<file path="src/hdl/lru_bucket_cache_manager_unit_defines.svh">
// ----------------------------------------------------------------------------
// lru_bucket_cache_manager_unit_defines
// Assertion macros shared by the cache manager RTL.
// ----------------------------------------------------------------------------
`ifndef LRU_BUCKET_CACHE_MANAGER_UNIT_DEFINES_SVH
`define LRU_BUCKET_CACHE_MANAGER_UNIT_DEFINES_SVH

// Antecedent implies consequent in the same cycle.
`define LBCM_ASSERT_IMP(lbl, ante, cons, msg) \
  lbl: assert property (@(posedge clk_i) disable iff (!rst_ni) (ante) |-> (cons)) \
    else $error(msg);

// Antecedent implies consequent in the next cycle.
`define LBCM_ASSERT_NXT(lbl, ante, cons, msg) \
  lbl: assert property (@(posedge clk_i) disable iff (!rst_ni) (ante) |=> (cons)) \
    else $error(msg);

`endif

</file>
<file path="src/hdl/lbcm_ram.sv">
// ----------------------------------------------------------------------------
// lbcm_ram
// Generic single write, single read RAM with a registered read port.
// ----------------------------------------------------------------------------
module lbcm_ram #(
  parameter int WIDTH = 8,
  parameter int DEPTH = 16
) (
  input  logic                     clk_i,
  input  logic                     we_i,
  input  logic [$clog2(DEPTH)-1:0] waddr_i,
  input  logic [WIDTH-1:0]         wdata_i,
  input  logic [$clog2(DEPTH)-1:0] raddr_i,
  output logic [WIDTH-1:0]         rdata_o
);

  logic [WIDTH-1:0] mem [DEPTH];

  always_ff @(posedge clk_i) begin
    if (we_i) begin
      mem[waddr_i] <= wdata_i;
    end
    rdata_o <= mem[raddr_i];
  end

endmodule

</file>
<file path="config.mk">
export PLATFORM = sky130hd
export DESIGN_NAME = lbcm_ram
export DESIGN_NICKNAME = d
export VERILOG_FILES = /design/src/hdl/lru_bucket_cache_manager_unit_defines.svh /design/src/hdl/lbcm_ram.sv
export SDC_FILE = /design/constraint.sdc
export NUM_CORES = 1
export LEC_CHECK = 0
export BUFFER_PORTS_ARGS = -buffer_cell sky130_fd_sc_hd__buf_2
export CAP_MARGIN = 10
export CORE_MARGIN = 2
export CORE_UTILIZATION = 45
export DETAILED_ROUTE_END_ITERATION = 10
export SLEW_MARGIN = 15
export SYNTH_ARGS = -nofsm -noshare
export SYNTH_HDL_FRONTEND = slang
export SYNTH_SLANG_ARGS = --single-unit
</file>
<file path="constraint.sdc">
create_clock -name clk_i -period 1.9 [get_ports clk_i]
set_input_delay 0.38 -clock clk_i [delete_from_list [all_inputs] [get_ports clk_i]]
set_output_delay 0.38 -clock clk_i [all_outputs]
set_load 0.02 [all_outputs]
</file>
Word level (Yosys, flattened, before mapping)
Memories as Yosys holds them, arrays and structs flattened. A register that Yosys moved wholly into a read port is not among the register bits.
Cells that the tools add are included.
- divide/modulo/power cells: 0
- shifts and indexed selects: 0
- add/subtract/negate cells: 0
- multiplexer cells: 2
- magnitude comparators: 0
- reductions and logical operators: 0
- $mul: 0
- eq/ne operators: 0
- bitwise gates (word level): 0
- operator list (kind ; count):
    1-bit 2-to-1 mux ; 2
- logic and storage cells: 3
- output and inout bits: 8
- memories: 1
- bits of input ports: 18
- memory bits (writable): 128
- bits in registers: 0
- memory bits (read-only): 0
- bits in latches: 0
- memories (name ; depth ; bits a word ; rd ports ; clocked after memory_dff ; write ports ; RTL line ; text):
    mem ; 16 ; 8 ; 1 ; 1 ; 1 ; lbcm_ram.sv:17 ; logic [WIDTH-1:0] mem [DEPTH];

Logic depth before layout (Yosys ltp)
Gate-level depths: netlist of the first run.
- depth in word-level cells: 2
- mapped depth: 5

Worst setup path before layout of the first run
OpenSTA, ideal clock, no wires.
- path kind: input-to-reg
- start: input port waddr_i[2]
- end: memory mem[0][0], enable pin
- library setup time: 0.383 ns
- slack: 0.027 ns
- stages: 2
- arrival: 1.490 ns
- path through: or3b_2 nor3_1
- RTL lines (what ; RTL line ; text):
    start, declared ; lbcm_ram.sv:11 ; input logic [$clog2(DEPTH)-1:0] waddr_i,
    end, declared ; lbcm_ram.sv:17 ;
Straight into the memory's write port.

==> impl_metrics.toml, run 1 <==
[status]
status = "finished, final reports clean"

[run]
drv_cap = 0

[placement]
io_buffers = 25
gp_congestion = 0.735
hpwlAfterDp_mm = 6.26
dp.cells = 414

[clocking]
postCtsHoldBufs = 0
cts_resized = 0
cts_root_buf = "clkbuf_16"
clk_latency_ns = 0.41
clock_path_buffers = 2
cts_buffers = 17
clock_sinks = 136
cts_setup_buffers = 0
clk_pin_slew_ns = 0.06
htree_levels = 4
tritoncts = "built"

[yosys]
synth_top_family_by_area = "multiplexers"
synthFlopType = "edfxtp_1"
ys_types = 19
async_flop_share_pct = 0
netlist_area_um2 = 5150
seq_area_frac_synth_pct = 77.8
synth_fp_nets = 247
syn_area_per_cell_um2 = 22.5
synth-adder-area-share_pct = 0
yosys.area.top_type = "edfxtp_1"
syn_inst = 229
synthSimpleGateAreaFrac_pct = 3.18
synth_edf_count = 128
synth_top_area_share_pct = 74.7
synth_seq_cells = 136
synthMuxAreaShare_pct = 15.0
synth_xor_area_share_pct = 0
yosys-top-cells-area = "edfxtp_1 (75%), mux4_2 (7.9%), mux4_1 (7.1%)"
synth_warnings = 0
synth_compound_gate_area_share_pct = 2.33

[timing]
setup_tns_ns = 0
relSlewSlack_pct = 45.3
rsz0062_at_grt = "no"
max_freq_mhz = 733
finalHoldViolCount = 0
drv_slew = 0
finalCritPeriodShare_pct = 71.8
hold_slack_ns = 0.360
fin_worst_skew_ns = 0.00704
setup_violations = 0
tightest_slew_ns = 0.818
period_needed_ns = 1.36

[critical_path]
r2r-end = "rdata_o[3]"
rr_startpoint = "mem[0][3]"
cp-startpoint = "raddr_i[0]"
startpoint_type = "primary input"
path_depth = 5
worst-path-buf-inv = 2
arrival_ns = 1.66
path_delay_family = "multiplexers"
critical_path_class = "in2reg"
worstPathRequired_ns = 2.20
cp-end-kind = "flop"
cp_slowest_cell = "mux4_1"
cp_max_fo = 16
reg2regPathDepth = 3
cp_slowest_stage_delay_ns = 0.56
regToRegSetupSlack_ns = 0.54
crit_chain = "buf_2, buf_12, mux4_1, a22oi_1, nand2_1"
crit_end = "rdata_o[3]"

[global_routing]
groute.usage.overall_pct = 17.4
grt_overflow = 0
grt_pass1_wl_mm = 15.2
first_global_vias = 2571
grt_max_degree = 33
antenna_found_initial = 0

[pwr]
vdd_drop_max_v = 0.000536
static-leakage-power_nw = 2.13
p_per_area_nw_per_um2 = 1150
total_power_mw = 7.13

[route]
drc = 0
wl_per_cell_um = 22.1
postRouteAntennaNets = 0
viasPerCell = 5.58
drt_iter0_drc = 139
wirelength_mm = 9.86
vias = 2489
drt_first_pass_iters = 4

[finish]
drive_gt1_share_pct = 33.7
syn_to_final_growth_pct = 20.9
instances_no_fill = 446
insertedDiodeCount = 0
num-nets-final = 308

[floorplanning]
core_region_area_um2 = 11300
die_height_um = 111
rows = 39
die_w_um = 111
io_pins = 26
die_area_um2 = 12300
start_util_pct = 45.7

[hold_path]
hold_path.class = "in2reg"
holdPathStages = 1
[state kept, by name, summed over array words and instances, names as in the netlist]
name	cells
mem	128
rdata_o	8
[cell type report]
class / instances / area, um^2
Tap cell: 143 / 179
Clock inverter: 14 / 200
Fill cell: 822 / 5050
Clock buffer: 18 / 429
Sequential cell: 136 / 4000
Multi-Input combinational cell: 83 / 1060
Timing Repair Buffer: 52 / 353
[cells by family (layout without fill, tap and decap cells)]
group | after synthesis | count (layout)
flops | 136 | 136
simple gates | 35 | 35
mux | 32 | 32
compound gates | 16 | 16
buf+inv | 10 | 84
[synth_stat cells, types with 2 or more instances]
cell type        number
clkdlybuf4s25_2       3
nand2b_1              2
mux4_1               14
nand3b_1              2
buf_2                 3
nor3_1                4
dfxtp_1               8
a22oi_1              16
mux4_2               18
edfxtp_1            128
nor2_1               13
nand2_1               9
buf_6                 3
[layer usage]
metal	vias to the layer above	share of wire (%)	GRT usage (%)
met4	0	1.0	5.50
met2	78	50	28.1
met1	1313	45	22.8
met3	6	4.1	5.69
li1	1092	-	-
met5	-	0	0
[worst min path at each step]
| stage | startpoint | end | slack [ns] |
|---|---|---|---|
| final | wdata_i[1] | mem[15][1] | 0.36 |
| after detailed placement | mem[13][2] | rdata_o[2] | 0.66 |
| after CTS | wdata_i[4] | mem[2][4] | 0.34 |
| after global routing | wdata_i[4] | mem[2][4] | 0.35 |
| after global placement | mem[11][3] | rdata_o[3] | 0.65 |
| after floorplan | wdata_i[0] | mem[0][0] | 0.48 |
[stage by stage]
stage	util [%]	cell area [um^2]	setup slack (ns)
6_report	55.2	6220	0.537
5_1_grt	55.2	6220	0.469
4_1_cts	55.2	6220	0.542
3_5_place_dp	49.6	5590	0.123
3_3_place_gp	49.6	5590	0.122
2_1_floorplan	-	5150	0.0271
[cell usage in the layout (no fill, tap or decap), types with 4 or more instances in the layout]
cell type / synthesis / final
nor3_1: 4 / 4
bufinv_16: 0 / 4
mux4_1: 14 / 14
a22oi_1: 16 / 16
edfxtp_1: 128 / 128
buf_2: 3 / 25
clkbuf_16: 0 / 17
nor2_1: 13 / 13
clkinvlp_4: 0 / 6
dfxtp_1: 8 / 8
buf_4: 1 / 25
mux4_2: 18 / 18
nand2_1: 9 / 9
[report_power, final]
group / total, mW / switching, mW / leakage, nW / internal (mW)
Sequential: 3.37 / 0.0182 / 1.22 / 3.35
Combinational: 0.337 / 0.195 / 0.622 / 0.141
Clock: 3.43 / 1.22 / 0.285 / 2.20
Total: 7.13 / 1.44 / 2.13 / 5.70
Power figures use the tool's default switching activity.
==> run 2, diff against run 1 <==
Settings changed: ABC_AREA set to 1.
Clock period 1.9 ns to 1.25 ns, I/O delays scaled along.
==> impl_metrics.toml, run 2 <==
[status]
status = "finished, final reports clean"

[clocking]
cts_resized = 0
postCtsHoldBufs = 0
clock_sinks = 136
cts_setup_buffers = 0
clock_path_buffers = 2
htree_levels = 4
clk_latency_ns = 0.42
tritoncts = "built"
clk_pin_slew_ns = 0.06
cts_root_buf = "clkbuf_16"
cts_buffers = 17

[hold_path]
hold_path.class = "in2reg"
hp-start = "wdata_i[4]"
worstHoldEndpoint = "mem[15][4]"
holdPathStages = 1

[route]
drt_iter0_drc = 291
wl_per_cell_um = 15.8
postRouteAntennaNets = 0
drt_first_pass_iters = 8
viasPerCell = 4.85
drc = 0
vias = 3830
wirelength_mm = 12.5

[yosys]
synth_seq_cells = 136
synth_top_area_share_pct = 66.7
synth_warnings = 0
synthSimpleGateAreaFrac_pct = 21.0
synth_top_family_by_area = "simple AND/OR/NAND/NOR gates"
synth-adder-area-share_pct = 0
synth_edf_count = 128
synthFlopType = "edfxtp_1"
yosys.area.top_type = "edfxtp_1"
synth_most_common_cell = "nand2_1"
synth_fp_nets = 569
synth_xor_area_share_pct = 0
syn_inst = 551
netlist_area_um2 = 5770
syn_area_per_cell_um2 = 10.5
synthMuxAreaShare_pct = 0
seq_area_frac_synth_pct = 69.4
synth_compound_gate_area_share_pct = 0
yosys-top-cells-area = "edfxtp_1 (67%), nand2_1 (11%), nand3_1 (8.4%)"
async_flop_share_pct = 0
netlist_top_cells_count = "nand2_1 (173), edfxtp_1 (128), inv_1 (100), nand3_1 (97), nor2_1 (17)"
ys_types = 12

[pwr]
static-leakage-power_nw = 2.99
p_per_area_nw_per_um2 = 1550
vdd_drop_max_v = 0.00129

[critical_path]
worst-path-buf-inv = 1
crit_chain = "buf_2"
cp_max_fo = 1
worstPathRequired_ns = 1.00
r2r-end = "rdata_o[5]"
rr_startpoint = "mem[0][5]"
cp_slowest_cell = "dfxtp_1"
arrival_ns = 0.93
cp-end-kind = "output port"
reg2regPathDepth = 6
regToRegSetupSlack_ns = 0.29
path_delay_family = "flip-flops"
startpoint_type = "flop"
critical_path_class = "reg2out"
cp_slowest_stage_delay_ns = 0.34

[timing]
drv_slew = 0
finalHoldViolCount = 0
max_freq_mhz = 848
tightest_slew_ns = 0.393
hold_slack_ns = 0.237
setup_violations = 0
rsz0062_at_grt = "no"
finalCritPeriodShare_pct = 94.4
fin_worst_skew_ns = 0.00959
period_needed_ns = 1.18
relSlewSlack_pct = 73.8

[finish]
layout_common_cells = "nand2_1 (173), edfxtp_1 (128), inv_1 (100), nand3_1 (97), buf_4 (30)"
reg.largest.list = "mem x128, rdata_o x8"
drive_gt1_share_pct = 14.7
final_common_cell = "nand2_1"
fill_cells = 1085
num-nets-final = 623
largest_reg_flops = 128
syn_to_final_growth_pct = 18.4
top_register = "mem"
insertedDiodeCount = 0
stdcell_area_um2 = 6830

[floorplanning]
die_w_um = 117
rows = 41
io_pins = 26
die_height_um = 117
core_region_area_um2 = 12600
start_util_pct = 45.9
die_area_um2 = 13700

[global_routing]
groute.usage.overall_pct = 20.2
grt_max_degree = 51
antenna_found_initial = 0
grt_overflow = 0
first_global_vias = 3765
grt_pass1_wl_mm = 19.9

[placement]
hpwlAfterDp_mm = 8.15
gp_congestion = 0.827
postPlaceCellArea_um2 = 6250
io_buffers = 25

[run]
drv_cap = 0
## run 2: cell types whose count changed in the layout (fill, tap and decap cells not counted), moves of 5 or more
cell | previous run | this run
mux4_1 | 14 | 0
mux4_2 | 18 | 0
nand3_1 | 1 | 97
nand2_1 | 9 | 173
clkbuf_8 | 0 | 6
inv_1 | 0 | 100
buf_4 | 25 | 30
a22oi_1 | 16 | 0
## run 2: worst max-delay path by stage
stage / startpoint / endpoint / cells past startpoint
floorplan: waddr_i[3] / mem[4][0] / 2
global placement: waddr_i[0] / mem[2][0] / 5
detailed placement: waddr_i[2] / mem[9][4] / 4
CTS: rdata_o[0] / rdata_o[0] / 1
global route: rdata_o[0] / rdata_o[0] / 1
finish: rdata_o[0] / rdata_o[0] / 1
## run 2: cells by family (layout without fill, tap and decap cells)
family / Yosys count / after routing
buffers and inverters: 126 / 193
flip-flops: 136 / 136
AND/OR/NAND/NOR: 289 / 289
## run 2: layout make-up
class                      instances  area [um^2]  area share, %
tap                              172          215           3.15
multi-input combinational        289         1210           17.8
timing repair buffer              59          430           6.30
clock inverter                     7         65.1          0.953
clock buffer                      25          515           7.55
sequential                       136         4000           58.7
inverter                         102          383           5.61
## run 2: metrics by stage
stage          power, mW  TNS (ns)  cells  util [%]  worst slack [ns]
6_report            10.6         0    790      54.3            0.0702
5_1_grt             11.0         0    790      54.3            0.0304
4_1_cts             10.7         0    790      54.3            0.0440
3_5_place_dp        5.90     -1.59    758      49.7           -0.0547
3_3_place_gp        5.89     -1.09    758      49.7           -0.0353
2_1_floorplan       5.61         0    551         -            0.0492
## run 2: power by group
group,internal [mW],switching (mW)
registers,5.10,0.0306
clock network,3.04,1.76
logic,0.216,0.458
total,8.35,2.25
## run 2: metal layers
metal | up-vias | track usage, % | wire length [um]
li1 | 1877 | - | -
met1 | 1822 | 25.4 | 5400
met2 | 110 | 32.8 | 6120
met3 | 21 | 5.77 | 688
met4 | 0 | 8.55 | 279
met5 | - | 0 | 0
